### config.mk
export PLATFORM = sky130hd
export DESIGN_NAME = spike_key_row_fetch_sequencer
export DESIGN_NICKNAME = d
export VERILOG_FILES = /design/src/hw/rtl/skrf_pkg.sv /design/src/hw/rtl/spike_key_row_fetch_sequencer.sv /design/src/hw/rtl/skrf_table.sv
export SDC_FILE = /design/constraint.sdc
export NUM_CORES = 2
export LEC_CHECK = 0
export BUFFER_PORTS_ARGS = -buffer_cell sky130_fd_sc_hd__buf_2
export CORE_ASPECT_RATIO = 1.25
export CORE_MARGIN = 3
export CORE_UTILIZATION = 55
export DETAILED_ROUTE_END_ITERATION = 6
export PLACE_DENSITY = 0.71
export SLEW_MARGIN = 0
export SYNTH_ARGS = -nofsm -noshare
export SYNTH_HDL_FRONTEND = slang
export SYNTH_SLANG_ARGS = --single-unit
### constraint.sdc
create_clock -name clk -period 17.2 [get_ports clk]
set_input_delay 2.58 -clock clk [delete_from_list [all_inputs] [get_ports clk]]
set_output_delay 2.58 -clock clk [all_outputs]
set_load 0.01 [all_outputs]
### src/hw/rtl/skrf_pkg.sv
// Package for the spike key row fetch sequencer.
// Holds the command and result codes, the payload structs and the table entry type.
// No dependencies.
`default_nettype none

package skrf_pkg;

  // Input commands.
  localparam logic [1:0] CMD_LOAD = 2'd0;
  localparam logic [1:0] CMD_KEY  = 2'd1;
  localparam logic [1:0] CMD_DONE = 2'd2;

  // Result kinds.
  localparam logic [1:0] KIND_FETCH = 2'd0;
  localparam logic [1:0] KIND_READY = 2'd1;
  localparam logic [1:0] KIND_DROP  = 2'd2;
  localparam logic [1:0] KIND_OVF   = 2'd3;

  localparam logic [31:0] ID_END      = 32'hFFFF_FFFF;
  localparam logic [15:0] OVF_MAX     = 16'hFFFF;
  localparam logic [10:0] HDR_WORDS   = 11'd3;
  localparam int          MAX_RESULTS = 32;

  typedef struct packed {
    logic [1:0]  cmd;
    logic [31:0] key;
    logic [3:0]  entry_index;
    logic [31:0] entry_mask;
    logic [31:0] entry_id;
    logic [31:0] entry_base;
    logic [9:0]  entry_row_words;
  } skrf_in_t;

  typedef struct packed {
    logic [1:0]  kind;
    logic        slot;
    logic [31:0] row_address;
    logic [12:0] length_bytes;
    logic [9:0]  row_words;
    logic [31:0] dropped_key;
    logic [15:0] overflow_count;
    logic        last;
  } skrf_out_t;

  typedef struct packed {
    logic [31:0] mask;
    logic [31:0] id;
    logic [31:0] base;
    logic [9:0]  row_words;
  } skrf_entry_t;

  // Row fetch length in bytes: payload words plus the three-word header.
  function automatic logic [12:0] row_len(input logic [9:0] rw);
    logic [10:0] words;
    words = {1'b0, rw} + HDR_WORDS;
    return {words, 2'b00};
  endfunction

endpackage

`default_nettype wire

### src/hw/rtl/spike_key_row_fetch_sequencer.sv
// Flow: a ring overflow or row ready result is staged in S_EMIT and registered on the output
// once the output register is free. Each popped key is read in S_FEED and walked through the
// table in S_WALK one entry per cycle; a miss goes to S_EMIT as a drop, a hit through S_MUL.
// Throughput: one transaction at a time; in_ready is low until all its results are issued.
// Results stall on out_ready.
// Reset: synchronous, active low; clears pointers, flags, counters and table valid bits at once.
`default_nettype none

module spike_key_row_fetch_sequencer import skrf_pkg::*; #(
  parameter int RING_DEPTH  = 32,
  parameter int TABLE_DEPTH = 16
) (
  input  wire logic      clk,
  input  wire logic      rst_n,
  input  wire logic      in_valid,
  output logic           in_ready,
  input  wire skrf_in_t  in_data,
  output logic           out_valid,
  input  wire logic      out_ready,
  output skrf_out_t      out_data
);

  localparam int PW = $clog2(RING_DEPTH);
  localparam int IW = (TABLE_DEPTH > 1) ? $clog2(TABLE_DEPTH) : 1;
  localparam int NW = $clog2(MAX_RESULTS + 1);
  localparam logic [PW-1:0] PTR_LAST  = PW'(RING_DEPTH - 1);
  localparam logic [IW-1:0] IDX_LAST  = IW'(TABLE_DEPTH - 1);
  localparam logic [8:0]    TD9       = 9'(TABLE_DEPTH);
  localparam logic [NW-1:0] N_MAX     = NW'(MAX_RESULTS);
  localparam logic [NW-1:0] N_LASTONE = NW'(MAX_RESULTS - 1);

  // Sequencer states.
  localparam logic [2:0] S_IDLE = 3'd0;
  localparam logic [2:0] S_FEED = 3'd1;
  localparam logic [2:0] S_WALK = 3'd2;
  localparam logic [2:0] S_MUL  = 3'd3;
  localparam logic [2:0] S_EMIT = 3'd4;

  function automatic logic [PW-1:0] ptr_inc(input logic [PW-1:0] p);
    return (p == PTR_LAST) ? '0 : p + 1'b1;
  endfunction

  // Control state.
  logic [2:0]    state_r, state_nxt;
  logic [PW-1:0] rd_ptr_r, rd_ptr_nxt;
  logic [PW-1:0] wr_ptr_r, wr_ptr_nxt;
  logic          busy_r, busy_nxt;
  logic          paused_r, paused_nxt;
  logic          slot_sel_r, slot_sel_nxt;
  logic [9:0]    slot_rw_r [2];
  logic          slot_rw_we;
  logic [15:0]   ovf_cnt_r, ovf_cnt_nxt;
  logic [NW-1:0] n_r, n_nxt;
  logic [IW-1:0] idx_r, idx_nxt;
  logic [1:0]    em_kind_r, em_kind_nxt;
  logic          em_last_r, em_last_nxt;
  logic          out_valid_r, out_valid_nxt;

  // Payload state.
  logic [31:0]   ring_mem_r [RING_DEPTH];
  logic [31:0]   ring_q_r;
  logic [31:0]   ovf_key_r, ovf_key_nxt;
  logic [31:0]   prod_r, prod_nxt;
  skrf_out_t     out_data_r, out_data_nxt;

  // Combinational helpers.
  logic          in_acc;
  logic          ring_empty;
  logic          ring_full;
  logic          ring_we;
  logic          ring_re;
  logic          out_free;
  logic          tbl_we;
  logic [IW-1:0] tbl_wr_addr;
  skrf_entry_t   tbl_wr_entry;
  logic          tbl_re;
  logic [IW-1:0] tbl_rd_addr;
  skrf_entry_t   ent;
  logic [31:0]   mul_full;
  logic          hit;
  skrf_out_t     emit_data;

  assign in_ready   = (state_r == S_IDLE);
  assign in_acc     = in_valid && in_ready;
  assign ring_empty = (rd_ptr_r == wr_ptr_r);
  assign ring_full  = (ptr_inc(wr_ptr_r) == rd_ptr_r);
  assign out_free   = !out_valid_r || out_ready;
  assign out_valid  = out_valid_r;
  assign out_data   = out_data_r;

  assign tbl_we       = in_acc && (in_data.cmd == CMD_LOAD) && ({5'b0, in_data.entry_index} < TD9);
  assign tbl_wr_addr  = IW'({{IW{1'b0}}, in_data.entry_index});
  assign tbl_wr_entry = '{mask: in_data.entry_mask, id: in_data.entry_id,
                          base: in_data.entry_base, row_words: in_data.entry_row_words};

  skrf_table #(.TABLE_DEPTH(TABLE_DEPTH)) u_table (
    .clk      (clk),
    .rst_n    (rst_n),
    .wr_en    (tbl_we),
    .wr_addr  (tbl_wr_addr),
    .wr_entry (tbl_wr_entry),
    .rd_en    (tbl_re),
    .rd_addr  (tbl_rd_addr),
    .rd_entry (ent)
  );

  // The walk compares the popped key against one table entry per cycle.
  // The row offset wraps at 32 bits, so only the low product bits are kept.
  assign hit      = ((ent.mask & ring_q_r) == ent.id);
  assign mul_full = 32'((ring_q_r & ~ent.mask) * row_len(ent.row_words));

  // Result word for the pending emission.
  always_comb begin
    emit_data = '0;
    emit_data.kind = em_kind_r;
    emit_data.overflow_count = ovf_cnt_r;
    case (em_kind_r)
      KIND_FETCH: begin
        emit_data.slot         = slot_sel_r;
        emit_data.row_address  = ent.base + prod_r;
        emit_data.length_bytes = row_len(ent.row_words);
        emit_data.row_words    = ent.row_words;
        emit_data.last         = 1'b1;
      end
      KIND_READY: begin
        emit_data.slot         = ~slot_sel_r;
        emit_data.length_bytes = row_len(slot_rw_r[~slot_sel_r]);
        emit_data.row_words    = slot_rw_r[~slot_sel_r];
        emit_data.last         = ring_empty;
      end
      KIND_DROP: begin
        emit_data.dropped_key = ring_q_r;
        emit_data.last        = em_last_r;
      end
      default: begin
        emit_data.dropped_key = ovf_key_r;
        emit_data.last        = 1'b1;
      end
    endcase
  end

  // Sequencer.
  always_comb begin
    state_nxt     = state_r;
    rd_ptr_nxt    = rd_ptr_r;
    wr_ptr_nxt    = wr_ptr_r;
    busy_nxt      = busy_r;
    paused_nxt    = paused_r;
    slot_sel_nxt  = slot_sel_r;
    slot_rw_we    = 1'b0;
    ovf_cnt_nxt   = ovf_cnt_r;
    n_nxt         = n_r;
    idx_nxt       = idx_r;
    em_kind_nxt   = em_kind_r;
    em_last_nxt   = em_last_r;
    ovf_key_nxt   = ovf_key_r;
    prod_nxt      = prod_r;
    out_data_nxt  = out_data_r;
    out_valid_nxt = out_valid_r && !out_ready;
    ring_we       = 1'b0;
    ring_re       = 1'b0;
    tbl_re        = 1'b0;
    tbl_rd_addr   = idx_r + 1'b1;

    unique case (state_r)
      S_IDLE: begin
        if (in_acc) begin
          n_nxt = '0;
          case (in_data.cmd)
            CMD_KEY: begin
              if (ring_full) begin
                if (ovf_cnt_r != OVF_MAX) begin
                  ovf_cnt_nxt = ovf_cnt_r + 1'b1;
                end
                ovf_key_nxt = in_data.key;
                em_kind_nxt = KIND_OVF;
                state_nxt   = S_EMIT;
              end else begin
                ring_we    = 1'b1;
                wr_ptr_nxt = ptr_inc(wr_ptr_r);
                if (!busy_r) begin
                  busy_nxt  = 1'b1;
                  state_nxt = S_FEED;
                end else if (paused_r) begin
                  state_nxt = S_FEED;
                end
              end
            end
            CMD_DONE: begin
              if (busy_r && paused_r) begin
                state_nxt = S_FEED;
              end else if (busy_r) begin
                em_kind_nxt = KIND_READY;
                state_nxt   = S_EMIT;
              end
            end
            default: begin
              // Table loads are written straight from the port; cmd 3 is ignored.
            end
          endcase
        end
      end
      S_FEED: begin
        if (ring_empty) begin
          busy_nxt   = 1'b0;
          paused_nxt = 1'b0;
          state_nxt  = S_IDLE;
        end else if (n_r >= N_MAX) begin
          paused_nxt = 1'b1;
          state_nxt  = S_IDLE;
        end else begin
          ring_re     = 1'b1;
          rd_ptr_nxt  = ptr_inc(rd_ptr_r);
          tbl_re      = 1'b1;
          tbl_rd_addr = '0;
          idx_nxt     = '0;
          state_nxt   = S_WALK;
        end
      end
      S_WALK: begin
        if (ent.id != ID_END && hit) begin
          state_nxt = S_MUL;
        end else if (ent.id == ID_END || idx_r == IDX_LAST) begin
          em_kind_nxt = KIND_DROP;
          em_last_nxt = ring_empty || (n_r >= N_LASTONE);
          state_nxt   = S_EMIT;
        end else begin
          tbl_re  = 1'b1;
          idx_nxt = idx_r + 1'b1;
        end
      end
      S_MUL: begin
        prod_nxt  = mul_full;
        em_kind_nxt = KIND_FETCH;
        state_nxt = S_EMIT;
      end
      S_EMIT: begin
        if (out_free) begin
          out_valid_nxt = 1'b1;
          out_data_nxt  = emit_data;
          n_nxt         = n_r + 1'b1;
          case (em_kind_r)
            KIND_FETCH: begin
              slot_rw_we   = 1'b1;
              slot_sel_nxt = ~slot_sel_r;
              paused_nxt   = 1'b0;
              state_nxt    = S_IDLE;
            end
            KIND_OVF: begin
              state_nxt = S_IDLE;
            end
            default: begin
              state_nxt = S_FEED;
            end
          endcase
        end
      end
      default: begin
        state_nxt = S_IDLE;
      end
    endcase
  end

  always_ff @(posedge clk) begin
    if (!rst_n) begin
      state_r      <= S_IDLE;
      rd_ptr_r     <= '0;
      wr_ptr_r     <= '0;
      busy_r       <= 1'b0;
      paused_r     <= 1'b0;
      slot_sel_r   <= 1'b0;
      slot_rw_r[0] <= '0;
      slot_rw_r[1] <= '0;
      ovf_cnt_r    <= '0;
      n_r          <= '0;
      idx_r        <= '0;
      em_kind_r    <= KIND_FETCH;
      em_last_r    <= 1'b0;
      out_valid_r  <= 1'b0;
    end else begin
      state_r     <= state_nxt;
      rd_ptr_r    <= rd_ptr_nxt;
      wr_ptr_r    <= wr_ptr_nxt;
      busy_r      <= busy_nxt;
      paused_r    <= paused_nxt;
      slot_sel_r  <= slot_sel_nxt;
      if (slot_rw_we) begin
        slot_rw_r[slot_sel_r] <= ent.row_words;
      end
      ovf_cnt_r   <= ovf_cnt_nxt;
      n_r         <= n_nxt;
      idx_r       <= idx_nxt;
      em_kind_r   <= em_kind_nxt;
      em_last_r   <= em_last_nxt;
      out_valid_r <= out_valid_nxt;
    end
  end

  // Key ring memory and payload registers.
  always_ff @(posedge clk) begin
    if (ring_we) begin
      ring_mem_r[wr_ptr_r] <= in_data.key;
    end
    if (ring_re) begin
      ring_q_r <= ring_mem_r[rd_ptr_r];
    end
    ovf_key_r  <= ovf_key_nxt;
    prod_r     <= prod_nxt;
    out_data_r <= out_data_nxt;
  end

  // An idle sequencer always leaves the ring drained.
  a_idle_empty: assert property (@(posedge clk) disable iff (!rst_n)
    !busy_r |-> (rd_ptr_r == wr_ptr_r))
    else $error("sequencer idle with keys left in the ring");

  // A paused scan keeps the fetch slot claimed.
  a_pause_busy: assert property (@(posedge clk) disable iff (!rst_n)
    paused_r |-> busy_r)
    else $error("scan paused while no fetch is claimed");

  // A key written into the ring leaves it non-empty.
  a_ring_write: assert property (@(posedge clk) disable iff (!rst_n)
    (in_acc && in_data.cmd == CMD_KEY && !ring_full) |=> (rd_ptr_r != wr_ptr_r))
    else $error("ring write lost");

  // Issuing a fetch request toggles the double-buffer slot.
  a_slot_toggle: assert property (@(posedge clk) disable iff (!rst_n)
    (state_r == S_EMIT && out_free && em_kind_r == KIND_FETCH)
      |=> (slot_sel_r != $past(slot_sel_r)))
    else $error("slot select did not toggle on fetch");

  // One transaction never produces more results than the budget.
  a_budget: assert property (@(posedge clk) disable iff (!rst_n)
    n_r <= N_MAX)
    else $error("result budget exceeded");

endmodule

`default_nettype wire

### src/hw/rtl/skrf_table.sv
// Routing table storage for the spike key row fetch sequencer.
// One write port, one registered read port, per-entry valid bits; uses skrf_pkg.
`default_nettype none

module skrf_table import skrf_pkg::*; #(
  parameter int TABLE_DEPTH = 16,
  localparam int IW = (TABLE_DEPTH > 1) ? $clog2(TABLE_DEPTH) : 1
) (
  input  wire logic        clk,
  input  wire logic        rst_n,
  input  wire logic        wr_en,
  input  wire logic [IW-1:0] wr_addr,
  input  wire skrf_entry_t wr_entry,
  input  wire logic        rd_en,
  input  wire logic [IW-1:0] rd_addr,
  output skrf_entry_t      rd_entry
);

  skrf_entry_t             mem_r [TABLE_DEPTH];
  logic [TABLE_DEPTH-1:0]  vld_r;
  skrf_entry_t             rd_q_r;
  logic                    rd_vld_r;

  always_ff @(posedge clk) begin
    if (wr_en) begin
      mem_r[wr_addr] <= wr_entry;
    end
    if (rd_en) begin
      rd_q_r <= mem_r[rd_addr];
    end
  end

  always_ff @(posedge clk) begin
    if (!rst_n) begin
      vld_r    <= '0;
      rd_vld_r <= 1'b0;
    end else begin
      if (wr_en) begin
        vld_r[wr_addr] <= 1'b1;
      end
      if (rd_en) begin
        rd_vld_r <= vld_r[rd_addr];
      end
    end
  end

  // An entry never written reads as the empty-table value.
  always_comb begin
    if (rd_vld_r) begin
      rd_entry = rd_q_r;
    end else begin
      rd_entry = '{mask: '0, id: ID_END, base: '0, row_words: '0};
    end
  end

endmodule

`default_nettype wire

# Word-level counts from Yosys, hierarchy flattened
# Memories as Yosys holds them, arrays and structs flattened. A register that Yosys moved wholly into a read port is not among the register bits.
# Cells that the tools add are included.
# word_totals
register_bits,232
mem_bits_rw,2740
in_bits,148
elab_cells,202
n_memories,3
# memory_table
memory,words,word_bits,rd,rd_clocked_by_memory_dff,wr,line,text
u_table.mem_r,16,106,1,1,1,skrf_table.sv:19,skrf_entry_t mem_r [TABLE_DEPTH];
ring_mem_r,32,32,1,1,1,spike_key_row_fetch_sequencer.sv:60,logic [31:0] ring_mem_r [RING_DEPTH];
slot_rw_r,2,10,1,0,2,spike_key_row_fetch_sequencer.sv:50,logic [9:0] slot_rw_r [2];
# op_classes
add_sub_neg,8
n_mul,1
n_lt_le_gt_ge,5
eq_ne,37
muxes,80
n_bitwise,9
reduce_logical,35
# op_table
op,n
106-bit 2-to-1 mux,1
32-bit AND,2
32-bit one-hot mux with 2 select lines,1
23-bit one-hot mux with 2 select lines,1
1-bit 2-to-1 mux,35
32-bit adder,1
32-bit equality test,1
"32-bit equality test, second input constant",1
32-bit by 11-bit multiplier with 30-bit output,1
"32-bit inequality test, second input constant",1
32-bit inverter,1
4-bit 2-to-1 mux,7
3-bit 2-to-1 mux,9
"10-bit by 2-bit adder with 11-bit output, second input constant",2
"2-bit inequality test, second input constant",9
"16-bit by 1-bit adder with 16-bit output, second input constant",1
2-bit 2-to-1 mux,8
"16-bit inequality test, second input constant",1
16-bit bitwise OR,1
"3-bit inequality test, second input constant",5
3-bit one-hot mux with 5 select lines,1
5-bit AND reduction,3
6-bit 2-to-1 mux,2
6-bit one-hot mux with 2 select lines,1
other kinds (43),79

# Logic depth before layout (Yosys ltp)
# depth
depth_word,9
depth_mapped,27
mapped_depth_nobuf,24

# Cells and area by module
# From an unflattened synthesis, not the netlist that was laid out.
# unflattened
cells_unflattened,6187
hier_area_um2,127526.1
# modules_own_cells
mod,instances,cells_each,area_per_inst_um2,seq_area_each_um2
skrf_table,1,2644,68104.1,54452.2
spike_key_row_fetch_sequencer,1,3543,59422.0,38246.7

# Least setup slack after synthesis
# OpenSTA, ideal clock, no wires.
# synth_path
path_type,input port to flip-flop
startpoint,in in_valid
endpoint,"mem u_table.mem_r[0][0] in the netlist's numbering, enable pin"
setup_ps,705
arrival_time_ps,10648
required_time_ps,16495
slack_ps,5848
path_stages,4
n_path_buf,0
path_cell_list,nand2_1 -> nor3_1 -> or3b_2 -> nor3_1
# synth_between
elab_chain_len,4
# synth_rtl
element,line,text
from (decl),spike_key_row_fetch_sequencer.sv:15,"input wire logic in_valid,"
1-bit logical AND,spike_key_row_fetch_sequencer.sv:84,assign in_acc = in_valid && in_ready;
1-bit logical AND,spike_key_row_fetch_sequencer.sv:91,"assign tbl_we = in_acc && (in_data.cmd == CMD_LOAD) && ({5'b0, in_data.entry_index} < TD9);"
1-bit 2-to-1 mux,skrf_table.sv:25,if (wr_en) begin
1-bit 2-to-1 mux (implied by the code),skrf_table.sv:26,mem_r[wr_addr] <= wr_entry;
to (decl),skrf_table.sv:19,
# Every way passes these cells.

# Worst setup path in the final report
# layout_path
startpoint,reg u_table.rd_q_r[0] (netlist name)
endpoint,"reg prod_r[28], data pin"
# layout_between
elab_chain_len,3
# layout_rtl
element,line,text
106-bit 2-to-1 mux,skrf_table.sv:49,if (rd_vld_r) begin
10-bit by 2-bit adder with 11-bit output,skrf_pkg.sv:55,"words = {1'b0, rw} + HDR_WORDS;"
32-bit by 11-bit multiplier with 30-bit output,spike_key_row_fetch_sequencer.sv:110,assign mul_full = 32'((ring_q_r & ~ent.mask) * row_len(ent.row_words));
named net mul_full[28],spike_key_row_fetch_sequencer.sv:79,logic [31:0] mul_full;
to (signal assigned),spike_key_row_fetch_sequencer.sv:308,prod_r <= prod_nxt;
to (decl),spike_key_row_fetch_sequencer.sv:63,"logic [31:0] prod_r, prod_nxt;"
# The timed path passes the listed nets, and every way through them passes these cells.
# A chain may end at the register's enable or synchronous reset.

==> results.md <==
- Status: finished with violations
- Failing checks: design-rule violations
- Slew Limit Headroom: 0.1475
- Die Ht: 550.3 um
- Reg area: 92720 um^2
- CTS root buffer: clkbuf_16
- Post-synth EDFFs: 3045
- CP Capture Type: flip-flop
- Post-synthesis simple-gate area fraction: 0.08610
- HP Start: u_table.vld_r[5]
- First-pass iteration count of the detailed router: 7
- Post-synthesis sequential area ratio: 0.7110
- NumNets Final: 9049
- Net Sw Frac: 0.2052
- Synth Cell Area: 130400 um^2
- Setup TNS: 0 ps
- Wire length per cell: 29.44 um
- Fin Hold WS: 477.8 ps
- Post-CTS Repair Setup Buffers: 0
- Share of cells above drive strength 1: 0.1563
- Sw Pwr: 3132 uW
- H-tree Lvls: 5
- Number of synthesized register bits: 3108
- PD cells: 105.7 nW/um^2
- Reg2reg start: u_table.rd_q_r[0]
- R2R Setup Slk: 9920 ps
- Sequential power share: 0.550
- Actual slew at the worst max-slew pin: 1269 ps
- Reg2reg end: prod_r[28]
- Distinct cells, synth: 92
- Synth Area in Compound Gates: 0.05195
- Global placer's final weighted congestion: 0.9047
- Mean Syn Cell Area: 15.48 um^2
- P_int: 12130 uW
- Synth warn: 0
- Post-DRT Antenna Nets: 0
- Final setup vio count: 0
- I/O Buffers: 254
- Most used DFF post-synth: edfxtp_1
- Clock Skew: 63.60 ps
- Number of clock sinks: 3108
- Cts hold-fix bufs: 0
- Commonest non-fill, non-tap cell in the layout: edfxtp_1
- Starting Density: 0.5535
- Hold Path End: u_table.vld_r[5]
- Clock Pin Slew Worst Setup and Hold Paths: 60 ps
- Cells after Synth: 8422
- Die area: 243000 um^2
- Rows: 199
- Largest net degree at the start of global routing: 196
- Worst vdd ir: 0.09437 mV
- Iter 0 DRT Violations: 9499
- Commonest non-fill, non-tap cells in the layout: edfxtp_1 (3045), nand2_1 (1242), nand3_1 (471)
- Yosys top cell area share: 0.7014
- Ys async rst share: 0
- Drt total wl: 352800 um
- Skew-Pair Late Insertion Delay: 890 ps
- CP startpoint kind: flip-flop
- Fill cell count: 16835
- DRC: 3
- Number of global-route vias before repair: 76591
- Total CTS buffers: 298
- WS Path Type: reg2reg
- Hold crit path type: reg2reg
- Largest area contributor in the netlist: edfxtp_1
- Total power: 15270 uW
- Worst Hold Depth: 2
- Die W: 441.5 um
- Maximum clock path buffer count: 4
- Initial antenna violation count: 66
- Multi-input logic area: 34830 um^2
- Post-route setup slack: 9924 ps
- Unrepaired setup endpoints after global routing: false
- Final hold violations: 0
- Max-cap violations: 0
- Post-Synth XOR/XNOR Area: 0.008935
- Mux contribution to synthesized area: 0.07701
- Post-CTS sizing: 0
- CP arrival: 7860 ps
- Clock share of power: 0.422
- Critical Path RT: 17780 ps
- CTS tree: done
- First-pass GRT wire length: 514100 um
- GRT Overall Usage: 0.2892
- I/O pins: 257
- Via count: 76902
- Fmax: 137.4 MHz
- Max-slew violation count: 0
- Global route overflow: 0
- Comb pwr share: 0.027
- Crit-path max FO: 11
- Synth area leaders: edfxtp_1 (70%), mux4_2 (5.6%), nand2_1 (3.6%)
- Core Region: 235500 um^2
- Vias per inst: 6.416
- Post-synthesis adder-cell area fraction: 0.03985
- R2R cell count: 21
- Area Overhead vs Synth: 10.80%
- P_leak: 0.04730 uW
- Largest family of logic cells by synthesized area: simple AND/OR/NAND/NOR gates
- Period utilization: 0.4230
- Post-DP HPWL: 191300 um
- DP Worst Slack: 10040 ps
- Final design utilization: 0.6133
- Post-route minimum period: 7276 ps
-- power groups by stage --
stage / logic [uW] / registers, uW / clock network, uW
final: 419 / 8400 / 6450
after global routing: 453 / 8400 / 6810
after CTS: 416 / 8400 / 6520
after detailed placement: 414 / 8560 / 0
after global placement: 401 / 8560 / 0
after floorplan: 184 / 8570 / 0
-- kinds of logic after synthesis --
group	Yosys count
AOI/OAI and AO/OA	1034
xor gates and xnor gates	129
adders and majority gates	294
buffers and inverters	722
DFF	3108
muxes	583
other	1
and+or+nand+nor	2551
-- per-layer routing --
layer | part of all wire | wire length (um) | global-route usage
met5 | 0.00040 | 140 | 0
met4 | 0.054 | 19180 | 0.1528
met3 | 0.098 | 34580 | 0.05747
met2 | 0.47 | 166800 | 0.4520
met1 | 0.37 | 132100 | 0.3876
-- state kept, by name (all words and copies together), names as in the netlist, 3 cells and up --
register	flops
ring_mem_r	1024
slot_rw_r	20
u_table.vld_r	16
n_r	6
ring_q_r	32
state_r	3
ovf_key_r	32
ovf_cnt_r	16
u_table.rd_q_r	106
wr_ptr_r	5
idx_r	4
out_data	105
u_table.mem_r	1696
prod_r	30
rd_ptr_r	5
-- stage by stage --
step / cell area, um^2 / std cells
final: 144500 / 11986
after global placement: 134900 / 11422
after floorplan: 130400 / 8423
after CTS: 144400 / 11950
after detailed placement: 134900 / 11422
after global routing: 144400 / 11972
-- worst max-delay path, stage by stage, from the launching register on --
cell,delay [ps]
edfxtp_1,580
o21a_1,220
nand4_2,240
nor3_1,1080
nand2_1,160
fa_1,490
fa_1,500
inv_1,50
fa_1,460
fa_1,490
inv_1,50
fa_1,470
inv_1,40
ha_1,310
o21a_1,120
o21ai_0,350
o31ai_1,210
o2111a_1,330
o211a_1,250
o2111ai_1,310
a211o_1,180
o2111ai_1,110
-- cell type report --
class                           instances  share of cell area
Tap cell                             3115             0.02698
Antenna cell                           36           0.0006236
Multi-Input combinational cell       4593              0.2411
Inverter                              206            0.005491
Clock inverter                        181             0.01221
Clock buffer                          347             0.05341
Sequential cell                      3108              0.6419
Timing Repair Buffer                  400             0.01829
-- synth_stat cells, types with 10 or more instances --
| library cell | number |
|---|---|
| a21o_1 | 30 |
| xnor2_1 | 64 |
| nand2b_1 | 22 |
| a31oi_1 | 112 |
| o21a_1 | 12 |
| o22ai_1 | 18 |
| xor2_1 | 62 |
| a311oi_1 | 107 |
| dfxtp_1 | 63 |
| buf_1 | 42 |
| mux2_2 | 140 |
| o21ai_0 | 76 |
| buf_2 | 118 |
| fa_1 | 202 |
| inv_1 | 202 |
| edfxtp_1 | 3045 |
| nand4_1 | 25 |
| nor2b_1 | 10 |
| mux2i_1 | 121 |
| nor3_1 | 131 |
| a21oi_1 | 389 |
| mux4_2 | 322 |
| o211ai_1 | 111 |
| and2_1 | 66 |
| nand2_1 | 1243 |
| nor2_1 | 393 |
| ha_1 | 92 |
| clkbuf_1 | 300 |
| buf_6 | 50 |
| nand3_1 | 471 |
| a211oi_1 | 10 |
| o221ai_1 | 106 |
| or3_1 | 119 |
| and3_1 | 24 |
-- worst max path at each step --
stage | slack (ps) | endpoint | start
floorplan | 5850 | u_table.mem_r[0][0] | in_valid
global placement | 10020 | prod_r[28] | u_table.rd_vld_r
detailed placement | 10040 | prod_r[28] | u_table.rd_q_r[0]
CTS | 10010 | prod_r[28] | u_table.rd_q_r[0]
global route | 9660 | prod_r[28] | u_table.rd_q_r[0]
finish | 9920 | prod_r[28] | u_table.rd_q_r[0]
Note: power is estimated with default switching activity, not from simulation.
